==> src/rtl/tbwb_pkg.sv <==
// shared types and constants of the three-band waveform binning block
package tbwb_pkg;

    localparam int WINDOW_BINS_DEF = 1024;
    localparam int SAMPLE_BITS     = 24;
    localparam int MAX_CHANNELS    = 2;
    localparam int FILT_EXT        = 8;
    localparam int FILT_W          = SAMPLE_BITS + FILT_EXT;
    localparam int ALU_W           = 64;
    localparam int ENERGY_W        = 56;
    localparam int COUNT_W         = 24;
    localparam int RMS_W           = 24;

    typedef enum logic [1:0] {
        ALU_MUL,
        ALU_DIV,
        ALU_SQRT
    } alu_op_t;

    typedef struct packed {
        logic    start;
        alu_op_t op;
    } alu_req_t;

    typedef struct packed {
        logic rd_en;
        logic wr_en;
    } mem_ctl_t;

    typedef struct packed {
        logic signed [SAMPLE_BITS-1:0] bmin;
        logic signed [SAMPLE_BITS-1:0] bmax;
        logic                          touched;
        logic [ENERGY_W-1:0]           low_e;
        logic [ENERGY_W-1:0]           mid_e;
        logic [ENERGY_W-1:0]           high_e;
        logic [COUNT_W-1:0]            count;
    } entry_t;

endpackage

==> src/rtl/tbwb_alu.sv <==
// shared iterative unit: shift-add multiply, restoring divide, bitwise square root
module tbwb_alu (
    input  logic                        aclk,
    input  logic                        aresetn,
    input  tbwb_pkg::alu_req_t          req,
    input  logic [tbwb_pkg::ALU_W-1:0]  a,
    input  logic [tbwb_pkg::ALU_W-1:0]  b,
    output logic                        done,
    output logic [tbwb_pkg::ALU_W-1:0]  res
);
    import tbwb_pkg::*;

    localparam logic [5:0] DIV_LAST  = 6'(ALU_W - 1);
    localparam logic [5:0] SQRT_LAST = 6'(ALU_W / 2 - 1);
    localparam logic [ALU_W-1:0] SQRT_TOP = ALU_W'(1) << (ALU_W - 2);

    logic             busy_reg;
    logic             done_reg;
    alu_op_t          op_reg;
    logic [ALU_W-1:0] acc_reg;
    logic [ALU_W-1:0] x_reg;
    logic [ALU_W-1:0] y_reg;
    logic [ALU_W-1:0] q_reg;
    logic [ALU_W-1:0] res_reg;
    logic [5:0]       cnt_reg;

    logic [ALU_W-1:0] op_a;
    logic [ALU_W-1:0] op_b;
    logic             sub;
    logic [ALU_W:0]   sum;
    logic             ge;

    always_comb begin
        unique case (op_reg)
            ALU_DIV: begin
                op_a = {acc_reg[ALU_W-2:0], x_reg[ALU_W-1]};
                op_b = y_reg;
                sub  = 1'b1;
            end
            ALU_SQRT: begin
                op_a = acc_reg;
                op_b = q_reg | y_reg;
                sub  = 1'b1;
            end
            default: begin
                op_a = acc_reg;
                op_b = x_reg;
                sub  = 1'b0;
            end
        endcase
        sum = {1'b0, op_a} + {1'b0, (sub ? ~op_b : op_b)} + (ALU_W + 1)'(sub);
        ge  = sum[ALU_W];
    end

    always_ff @(posedge aclk) begin
        if (!aresetn) begin
            busy_reg <= 1'b0;
            done_reg <= 1'b0;
        end else begin
            done_reg <= 1'b0;
            if (req.start) begin
                busy_reg <= 1'b1;
                op_reg   <= req.op;
                cnt_reg  <= '0;
                q_reg    <= '0;
                x_reg    <= a;
                y_reg    <= (req.op == ALU_SQRT) ? SQRT_TOP : b;
                acc_reg  <= (req.op == ALU_SQRT) ? a : '0;
            end else if (busy_reg) begin
                unique case (op_reg)
                    ALU_MUL: begin
                        if (y_reg == '0) begin
                            busy_reg <= 1'b0;
                            done_reg <= 1'b1;
                            res_reg  <= acc_reg;
                        end else begin
                            if (y_reg[0]) acc_reg <= sum[ALU_W-1:0];
                            x_reg <= x_reg << 1;
                            y_reg <= y_reg >> 1;
                        end
                    end
                    ALU_DIV: begin
                        acc_reg <= ge ? sum[ALU_W-1:0] : op_a;
                        q_reg   <= {q_reg[ALU_W-2:0], ge};
                        x_reg   <= x_reg << 1;
                        cnt_reg <= cnt_reg + 6'd1;
                        if (cnt_reg == DIV_LAST) begin
                            busy_reg <= 1'b0;
                            done_reg <= 1'b1;
                            res_reg  <= {q_reg[ALU_W-2:0], ge};
                        end
                    end
                    ALU_SQRT: begin
                        if (ge) acc_reg <= sum[ALU_W-1:0];
                        q_reg   <= ge ? ((q_reg >> 1) | y_reg) : (q_reg >> 1);
                        y_reg   <= y_reg >> 2;
                        cnt_reg <= cnt_reg + 6'd1;
                        if (cnt_reg == SQRT_LAST) begin
                            busy_reg <= 1'b0;
                            done_reg <= 1'b1;
                            res_reg  <= ge ? ((q_reg >> 1) | y_reg) : (q_reg >> 1);
                        end
                    end
                    default: begin
                        busy_reg <= 1'b0;
                        done_reg <= 1'b1;
                        res_reg  <= '0;
                    end
                endcase
            end
        end
    end

    assign done = done_reg;
    assign res  = res_reg;

endmodule

==> config.mk <==
export PLATFORM = sky130hd
export DESIGN_NAME = tbwb_alu
export DESIGN_NICKNAME = d
export VERILOG_FILES = /design/src/rtl/tbwb_pkg.sv /design/src/rtl/tbwb_alu.sv
export SDC_FILE = /design/constraint.sdc
export NUM_CORES = 1
export LEC_CHECK = 0
export BUFFER_PORTS_ARGS = -buffer_cell sky130_fd_sc_hd__buf_2
export CORE_MARGIN = 3
export CORE_UTILIZATION = 37
export CTS_CLUSTER_SIZE = 12
export DETAILED_ROUTE_END_ITERATION = 7
export GPL_ROUTABILITY_DRIVEN = 0
export PLACE_DENSITY = 0.54
export REMOVE_ABC_BUFFERS = 1
export SKIP_CTS_REPAIR_TIMING = 1
export SKIP_LAST_GASP = 1
export SLEW_MARGIN = 20
export SYNTH_ARGS = -nofsm -noshare
export SYNTH_HDL_FRONTEND = slang
export SYNTH_SLANG_ARGS = --single-unit
==> constraint.sdc <==
create_clock -name aclk -period 6.9 [get_ports aclk]
set_input_delay 0.345 -clock aclk [delete_from_list [all_inputs] [get_ports aclk]]
set_output_delay 0.345 -clock aclk [all_outputs]
set_load 0.05 [all_outputs]
## Word level (Yosys, flattened, before mapping)

Index checks and enable logic that the tools add are counted.

- Flip-flop bits (word level): 330
- Input port bits: 133
- Output and inout bits: 65
- Word-level logic and storage cells: 86

- Add/sub/neg operators: 3
- Equal/unequal tests: 11
- Muxes and demuxes: 40
- Bitwise gates (word level): 6
- Reductions and logical operators: 17

Operators by type and width:

| cell | number |
|---|---|
| 64-bit 2-to-1 mux | 21 |
| 64-bit case mux with 2 select lines | 4 |
| 64-bit case mux with 3 select lines | 2 |
| 64-bit by 64-bit adder with 65-bit output | 1 |
| 65-bit by 1-bit adder with 65-bit output | 1 |
| 64-bit logical NOT | 1 |
| 64-bit inverter | 1 |
| 63-bit by 64-bit OR with 64-bit output | 1 |
| 64-bit OR | 1 |
| 6-bit 2-to-1 mux | 2 |
| 6-bit AND reduction | 2 |
| 1-bit 2-to-1 mux | 9 |
| 3-bit inequality test (second input constant) | 3 |
| 3-bit nonzero test | 3 |
| 4-bit AND reduction | 2 |
| 6-bit by 1-bit adder with 6-bit output (second input constant) | 1 |
| 6-bit by 5-bit equality test with 1-bit output (second input constant) | 1 |
| 6-bit equality test (second input constant) | 1 |
| 2-bit inequality test (second input constant) | 3 |
| 1-bit case mux with 3 select lines | 2 |
| 3-bit AND reduction | 2 |
| 2-bit equality test (second input constant) | 2 |
| 2-bit nonzero test | 2 |
| 4-bit nonzero test | 1 |
| 6 further kinds | 8 |

## Longest topological paths before layout

Gate-level depths: netlist (run 1).

- Depth in word-level cells: 11
- Mapped depth: 22

## Worst setup path before layout (run 1)

Ideal clock, no wire load.

- Kind: register -> register
- Start: register op_reg[1]
- End: register acc_reg[0] (enable)
- Data arrival time: 6.995 ns
- Data required time: 6.393 ns
- Slack: -0.602 ns
- Cell stages (with the launch flop): 19
- Buffers on the path: 6
- Clock period less this slack: 7.502 ns
- Path through: edfxtp_1 -> inv_1 -> ha_1 -> buf_2 -> clkbuf_1 -> buf_1 -> mux2_2 -> ha_1 -> buf_2 -> nand4_2 -> or3_1 -> nor4_1 -> a22o_1 -> o21ai_4 -> nand2_4 -> buf_6 -> buf_6 -> o221ai_1 -> a21oi_1

- Word-level cells in the longest chain between the ends: 8
- Elaborated cells on any way between the ends: 16
- Classes of those cells: 2 x add/sub; 5 x eq/ne; 4 x mux; 1 x bitwise; 4 x reduce/logical

RTL lines:

| element | line | RTL |
|---|---|---|
| from (decl) | tbwb_alu.sv:19 | `alu_op_t op_reg;` |
| from (signal assigned) | tbwb_alu.sv:63 | `op_reg <= req.op;` |
| 2-bit equality test or 2-bit by 1-bit equality test with 1-bit output (tied branches) | tbwb_alu.sv:34, tbwb_alu.sv:70 |  |
| 64-bit case mux with 2 select lines or 2-bit OR reduction (tied branches) | n/a |  |
| 64-bit inverter or 1-bit 2-to-1 mux (tied branches) | tbwb_alu.sv:51, tbwb_alu.sv:34 |  |
| 64-bit 2-to-1 mux | tbwb_alu.sv:51 | `sum = {1'b0, op_a} + {1'b0, (sub ? ~op_b : op_b)} + (ALU_W + 1)'(sub);` |
| 64-bit by 64-bit adder with 65-bit output | tbwb_alu.sv:51 |  |
| 65-bit by 1-bit adder with 65-bit output | tbwb_alu.sv:51 |  |
| 3-bit inequality test (no source line) | n/a |  |
| 6-bit AND reduction (no source line) * | n/a |  |
| to (signal assigned) | tbwb_alu.sv:68 | `acc_reg <= (req.op == ALU_SQRT) ? a : '0;` |
| to (signal assigned) | tbwb_alu.sv:77 | `if (y_reg[0]) acc_reg <= sum[ALU_W-1:0];` |
| to (signal assigned) | tbwb_alu.sv:83 | `acc_reg <= ge ? sum[ALU_W-1:0] : op_a;` |
| to (decl) | tbwb_alu.sv:20 | `logic [ALU_W-1:0] acc_reg;` |

Every way passes the cells marked *; elsewhere a longest branch is shown, timed or not.
A chain may end at the register's enable or synchronous reset.

## Worst setup path in the final report (run 1)

- Start: register op_reg[1]
- End: register acc_reg[1], data pin

- Word-level cells in the longest chain between the ends: 11
- Elaborated cells on any way between the ends: 18
- Classes of those cells: 2 x add/sub; 2 x eq/ne; 11 x mux; 1 x bitwise; 2 x reduce/logical

RTL lines:

| element | line | RTL |
|---|---|---|
| 2-bit equality test or 2-bit by 1-bit equality test with 1-bit output (tied branches) | tbwb_alu.sv:34, tbwb_alu.sv:70 |  |
| 64-bit case mux with 2 select lines or 2-bit OR reduction (tied branches) | n/a |  |
| 64-bit inverter or 1-bit 2-to-1 mux (tied branches) | tbwb_alu.sv:51, tbwb_alu.sv:34 |  |
| 64-bit 2-to-1 mux | tbwb_alu.sv:51 |  |
| 64-bit by 64-bit adder with 65-bit output | tbwb_alu.sv:51 |  |
| 65-bit by 1-bit adder with 65-bit output | tbwb_alu.sv:51 |  |
| 64-bit 2-to-1 mux | tbwb_alu.sv:77 |  |
| 64-bit 2-to-1 mux | tbwb_alu.sv:72 | `if (y_reg == '0) begin` |
| 64-bit case mux with 3 select lines * | tbwb_alu.sv:70 | `unique case (op_reg)` |
| 64-bit 2-to-1 mux * | tbwb_alu.sv:69 | `end else if (busy_reg) begin` |
| 64-bit 2-to-1 mux * | tbwb_alu.sv:61 | `if (req.start) begin` |

Every way passes the cells marked *; elsewhere a longest branch is shown, timed or not. The select of a mux whose other input is x is not followed.

==> summary.txt, run 1 <==
Worst EP arrival - 5.91 ns
Area fraction of the dominant cell type after synthesis - 44.4%
Post-Syn Instances - 2351
Post-synth top flop - edfxtp_1
Clk buf depth - 3
ANT nets after route - 0
Layout Nets - 2627
Share of post-route cells with drive strength above 1 - 16.2%
Synthesized cell area - 0.0222 sq mm
Clock skew - 0.0269 ns
H-tree levels - 2
Initial antenna violation count - 1
DRT Wirelength - 73200 microns
Post-DR vias/cell - 6.00
Slowest CP cell - nand3_2
DR iter-0 viols - 1872
Die width - 251 microns
First-pass GRT wire length - 114000 microns
Vias in the first global route - 19027
Critical path depth in cells - 18
Avg WL per Cell - 22.7 microns
HPWL after DPL - 49500 microns
Worst setup margin - 1.26 ns
Unique cell type count in the Yosys netlist - 79
Total grt overflow - 0
Leak Pwr - 9.33 nW
FF-to-FF path depth - 18
Clk_lat worst skew - 0.58 ns
I/O pins - 198
Fmax - 177 MHz
Final setup viols - 0
Slew HR - 27.3%
Core ar. - 0.0591 sq mm
Area leader, netlist - edfxtp_1
Buffers on Ports - 197
TritonCTS clock tree - yes
Final min period - 5.64 ns
Area post-placement - 0.0237 sq mm
DP Worst Slack - 1.41 ns
CP Max Fanout - 77
Crit path from - op_reg[1]
Synth Register Bits - 330
Syn-to-layout area delta - 13.2%
Max-slew violation count - 0
Largest stage delay, worst path - 0.55 ns
Post-Place Cells - 3154
WS Path Type - flip-flop to flip-flop
Synth area leaders - edfxtp_1 (44%), o21ai_0 (7.4%), mux2i_1 (4.6%)
YS warnings - 0
HP Start - req[0]
Total track usage - 22.8%
Final hold vios - 0
Worst R2R End - acc_reg[1]
RSZ-0062 raised after global routing - no
Setup slack, reg-to-reg - 1.26 ns
Largest net degree at the start of global routing - 229
VDD IR-drop max - 0.000149 V
# rows - 89
EDFF count, synth - 328
Sequential cell area fraction in the yosys report - 44.6%
Hold crit path type - primary input to flip-flop
Drt first pass iters - 5
Async S/R FF share, synth - 0%
Initial Util - 37.5%
Setup_tns - 0 ns
RR Startpoint - op_reg[1]
Avg Cell Area, Syn - 9.43 sq um
CP Capture Type - flip-flop
Sink count of the clock tree - 330
Cts bufs inserted - 41
Die Ht - 251 microns
ANT cells - 0
CP Capture Point - acc_reg[1]
CP startpoint kind - flip-flop
Measured slew at the worst slew-check pin - 1.09 ns
Fin crit share - 81.8%
DR DRC count - 0
Design Area, Final - 0.0251 sq mm
Critical path required time - 7.17 ns
Final Non-Filler Cells - 3227
Die ar. - 0.0629 sq mm
Reg clk slew, reported paths - 0.06 ns
Clk root buf - clkbuf_16
Max-cap viol count - 0
CP Cell Sequence - inv_1 > ha_4 > buf_12 > nand2_1 > nand3_1 > o21ai_0 > ha_1 > a21oi_1 > o21a_1 > o21ai_1 > a211oi_2 > a211oi_2 > o211a_1 > o21ai_4 > nand3_2 > buf_12 > o211ai_1 > o21ai_0
Crit path max-delay family - compound AO/OA/AOI/OAI gates
Status - finished clean
DR vias - 19358
PwrDens - 295 mW/mm^2
Worst Path Buf+Inv - 3
per-stage QoR:
stage	hold slack, ns	total power [W]	utilization, %
2_1_floorplan	0.418	0.00444	-
3_3_place_gp	0.576	0.00513	40.1
3_5_place_dp	0.590	0.00515	40.1
4_1_cts	0.0142	0.00743	42.4
5_1_grt	0.0331	0.00782	42.4
6_report	0.0572	0.00741	42.4
cells by family (layout without fill, tap and decap cells):
logic type / Yosys count / in the layout / share of synthesized area [%]
buffers and inverters: 286 / 389 / 5.23
AOI/OAI and AO/OA: 868 / 868 / 24.2
DFF: 330 / 330 / 44.6
and+or+nand+nor: 576 / 576 / 12.0
muxes: 162 / 162 / 7.66
xor gates and xnor gates: 59 / 59 / 2.33
adders and majority gates: 70 / 70 / 3.99
worst register-to-register path, cell delays in order (launching register included):
cell and delay [ns]:
edfxtp_1 0.50, inv_1 0.20, ha_4 0.50, buf_12 0.36
nand2_1 0.20, nand3_1 0.11, o21ai_0 0.14, ha_1 0.43
a21oi_1 0.24, o21a_1 0.18, o21ai_1 0.11, a211oi_2 0.32
a211oi_2 0.15, o211a_1 0.31, o21ai_4 0.24, nand3_2 0.55
buf_12 0.42, o211ai_1 0.26, o21ai_0 0.12
cells in the final DEF, fill, tap and decap left out, drive strengths merged, types with 38 or more instances in the layout:
master	count
mux2i	101
a21o	38
a22oi	64
a211oi	76
nor2	115
a21oi	162
ha	69
o22ai	104
nand2	202
mux2	61
edfxtp	328
clkbuf	49
nand3	153
o21ai	335
buf	226
inv	94
cell usage after synthesis, drive strengths merged (3+ instances only):
| cell | instances |
|---|---|
| nand3 | 153 |
| o22ai | 104 |
| buf | 54 |
| o31ai | 4 |
| clkbuf | 142 |
| a21oi | 162 |
| o21a | 11 |
| a41oi | 3 |
| and2 | 9 |
| o31a | 3 |
| a21o | 38 |
| a31oi | 12 |
| o211ai | 8 |
| nor3 | 12 |
| o311ai | 3 |
| or3 | 7 |
| edfxtp | 328 |
| a22oi | 64 |
| o221ai | 6 |
| nor4 | 22 |
| nor2 | 115 |
| nand2b | 10 |
| nand4 | 27 |
| o21ai | 335 |
| ha | 69 |
| and3 | 5 |
| a211oi | 76 |
| mux2 | 61 |
| a221o | 3 |
| mux2i | 101 |
| xnor2 | 31 |
| nand2 | 202 |
| inv | 90 |
| nor2b | 7 |
| o21bai | 12 |
| xor2 | 28 |
| a221oi | 5 |
worst min-delay path by stage:
stage,endpoint,slack [ns],cells after the start
floorplan,done,0.42,1
global placement,cnt_reg[0],0.58,1
detailed placement,x_reg[62],0.59,2
CTS,op_reg[1],0.01,1
global route,op_reg[1],0.03,1
finish,op_reg[0],0.06,1
cell type report:
| cell class | instances | area (sq um) |
|---|---|---|
| clock buffer | 49 | 1090 |
| fill | 5801 | 34000 |
| sequential | 330 | 9890 |
| inverter | 90 | 338 |
| tap | 773 | 967 |
| timing repair buffer | 226 | 1300 |
| clock inverter | 24 | 277 |
| multi-input combinational | 1735 | 11200 |
power by group:
| group | switching [W] | total (W) | internal (W) |
|---|---|---|---|
| combinational | 0.00155 | 0.00251 | 0.000962 |
| clock | 0.000915 | 0.00226 | 0.00135 |
| sequential | 0.000177 | 0.00263 | 0.00245 |
| total | 0.00264 | 0.00741 | 0.00476 |
per-layer routing:
| layer | vias up | global-route usage, % | part of all wire (%) |
|---|---|---|---|
| met5 | - | 0 | 0.0096 |
| met2 | 709 | 34.7 | 44 |
| met3 | 107 | 3.34 | 6.7 |
| met1 | 9477 | 33.4 | 46 |
| li1 | 9063 | - | - |
| met4 | 2 | 7.12 | 3.0 |
Power figures use the tool's default switching activity.
==> run 2, diff against run 1 <==
--- a/config.mk
+++ b/config.mk
@@ -11,7 +11,7 @@
 export CTS_CLUSTER_SIZE = 12
 export DETAILED_ROUTE_END_ITERATION = 7
 export GPL_ROUTABILITY_DRIVEN = 0
-export PLACE_DENSITY = 0.54
+export PLACE_DENSITY = 0.52
 export REMOVE_ABC_BUFFERS = 1
 export SKIP_CTS_REPAIR_TIMING = 1
 export SKIP_LAST_GASP = 1
==> constraint.sdc (replaced) <==
create_clock -name aclk -period 5.6 [get_ports aclk]
set_input_delay 0.28 -clock aclk [delete_from_list [all_inputs] [get_ports aclk]]
set_output_delay 0.28 -clock aclk [all_outputs]
set_load 0.05 [all_outputs]
==> run 2 against run 1 <==
Global-route usage fell by 0.28 points. Clock power rose by 15%. Largest cell class unchanged. Sequential cell count unchanged. Critical path depth shrank 4. Sequential power increased by 23%. Count of clock-buffer cells in the layout up 9. First-iteration DRC count grew 3.4%. Hold slack worse by 0.044 ns. Via count decreased by 0.72%. Fmax increased by 8.6%.
==> summary.txt, run 2 (synthesis gave the netlist of run 1 again) <==
Hold crit path type - primary input to flip-flop
H-tree levels - 2
Post-layout util - 42.9%
Buffers on Ports - 197
Layout Nets - 2658
Fmax - 192 MHz
Register area - 0.00989 sq mm
Measured slew at the worst slew-check pin - 1.00 ns
Initial antenna violation count - 1
Fin crit share - 92.8%
Total grt overflow - 0
Syn-to-layout area delta - 14.4%
Post-Place Cells - 3182
Sink count of the clock tree - 330
HPWL after DPL - 50000 microns
Leak Pwr - 9.48 nW
CP startpoint kind - flip-flop
CP Capture Point - acc_reg[31]
Most frequent cells in the layout - edfxtp_1 (328), o21ai_0 (326), nand2_1 (199), buf_2 (196), nand3_1 (152)
FF-to-FF path depth - 14
Vias in the first global route - 19105
I/O pins - 198
Initial Util - 37.5%
Final min period - 5.20 ns
CP Max Fanout - 50
Status - finished clean
Clock skew - 0.0245 ns
First-pass GRT wire length - 113000 microns
Fillers - 5796
Worst R2R End - acc_reg[31]
Final setup viols - 0
Clk root buf - clkbuf_16
Reg clk slew, reported paths - 0.06 ns
Critical path required time - 5.82 ns
Final Non-Filler Cells - 3260
Die Ht - 251 microns
Post-DR vias/cell - 5.90
Setup slack, reg-to-reg - 0.40 ns
Clk_lat worst skew - 0.57 ns
Core ar. - 0.0591 sq mm
Die ar. - 0.0629 sq mm
DR DRC count - 0
DR vias - 19219
Avg WL per Cell - 22.2 microns
Final hold vios - 0
Commonest non-fill, non-tap cell in the layout - edfxtp_1
Share of post-route cells with drive strength above 1 - 17.0%
Total track usage - 22.5%
Worst EP arrival - 5.41 ns
VDD IR-drop max - 0.000192 V
ANT nets after route - 0
RR Startpoint - op_reg[1]
Cts bufs inserted - 42
CP Capture Type - flip-flop
Total power - 0.00899 W
Slew HR - 33.1%
Largest net degree at the start of global routing - 121
Die width - 251 microns
Crit path from - op_reg[1]
Max-slew violation count - 0
PwrDens - 354 mW/mm^2
RSZ-0062 raised after global routing - no
Multi-input logic area - 0.0112 sq mm
# rows - 89
WS Path Type - flip-flop to flip-flop
Max-cap viol count - 0
Clk buf depth - 3
DRT Wirelength - 72300 microns
TritonCTS clock tree - yes
DR iter-0 viols - 1935
Drt first pass iters - 6
ANT cells - 0
-- run 2: changes by cell type in the layout (fill, tap and decap cells not counted), sizes merged --
cell,change
dlygate4sd3,+2
buf,+28
clkbuf,+9
clkinv,+1
clkinvlp,+2
inv,-4
bufinv,-5
-- run 2: metrics by stage --
stage          setup TNS [ns]  area [sq um]  worst slack (ns)  hold slack, ns
2_1_floorplan        -1397.22         21300             -5.42           0.353
3_3_place_gp                0         24000             0.532           0.539
4_1_cts                     0         25300             0.417         -0.0601
3_5_place_dp                0         24000             0.439           0.543
6_report                    0         25400             0.404          0.0136
5_1_grt                     0         25400            0.0941          0.0106
-- run 2: critical path, stage by stage (launching register included) --
cell	delay, ns
edfxtp_1	0.50
inv_1	0.20
ha_4	0.44
buf_12	0.30
mux2_2	0.37
ha_1	0.47
nand4_2	0.16
or3_1	0.42
nor4_1	0.39
a22o_1	0.33
o21ai_4	0.13
nand2_4	0.28
o221ai_1	0.25
a21oi_4	0.22
buf_12	0.25
-- run 2: layout make-up --
type / instances / share of cell area, %
Timing Repair Buffer: 256 / 6.43
Clock buffer: 58 / 4.63
Inverter: 90 / 1.33
Clock inverter: 18 / 0.498
Multi-Input combinational cell: 1735 / 44.3
Tap cell: 773 / 3.81
Sequential cell: 330 / 39.0
-- run 2: how the worst min path moves through the flow --
stage | startpoint | to | cells past startpoint
after global placement | req[0] | op_reg[0] | 1
final | b[38] | y_reg[38] | 3
after CTS | req[0] | op_reg[0] | 1
after floorplan | req[2] | done | 1
after global routing | b[63] | y_reg[63] | 2
after detailed placement | req[0] | op_reg[0] | 1
-- run 2: power by group --
| group | internal, W | switching (W) |
|---|---|---|
| Sequential | 0.00302 | 0.000216 |
| Clock | 0.00151 | 0.00109 |
| Combinational | 0.00124 | 0.00190 |
-- run 2: routing by layer --
| metal | wire (microns) | track usage [%] | part of all wire (%) | up-vias |
|---|---|---|---|---|
| li1 | - | - | - | 9122 |
| met1 | 33800 | 32.9 | 47 | 9351 |
| met2 | 32200 | 35.1 | 45 | 660 |
| met3 | 4600 | 3.03 | 6.4 | 86 |
| met4 | 1600 | 6.10 | 2.2 | 0 |
| met5 | 0 | 0 | 0 | - |
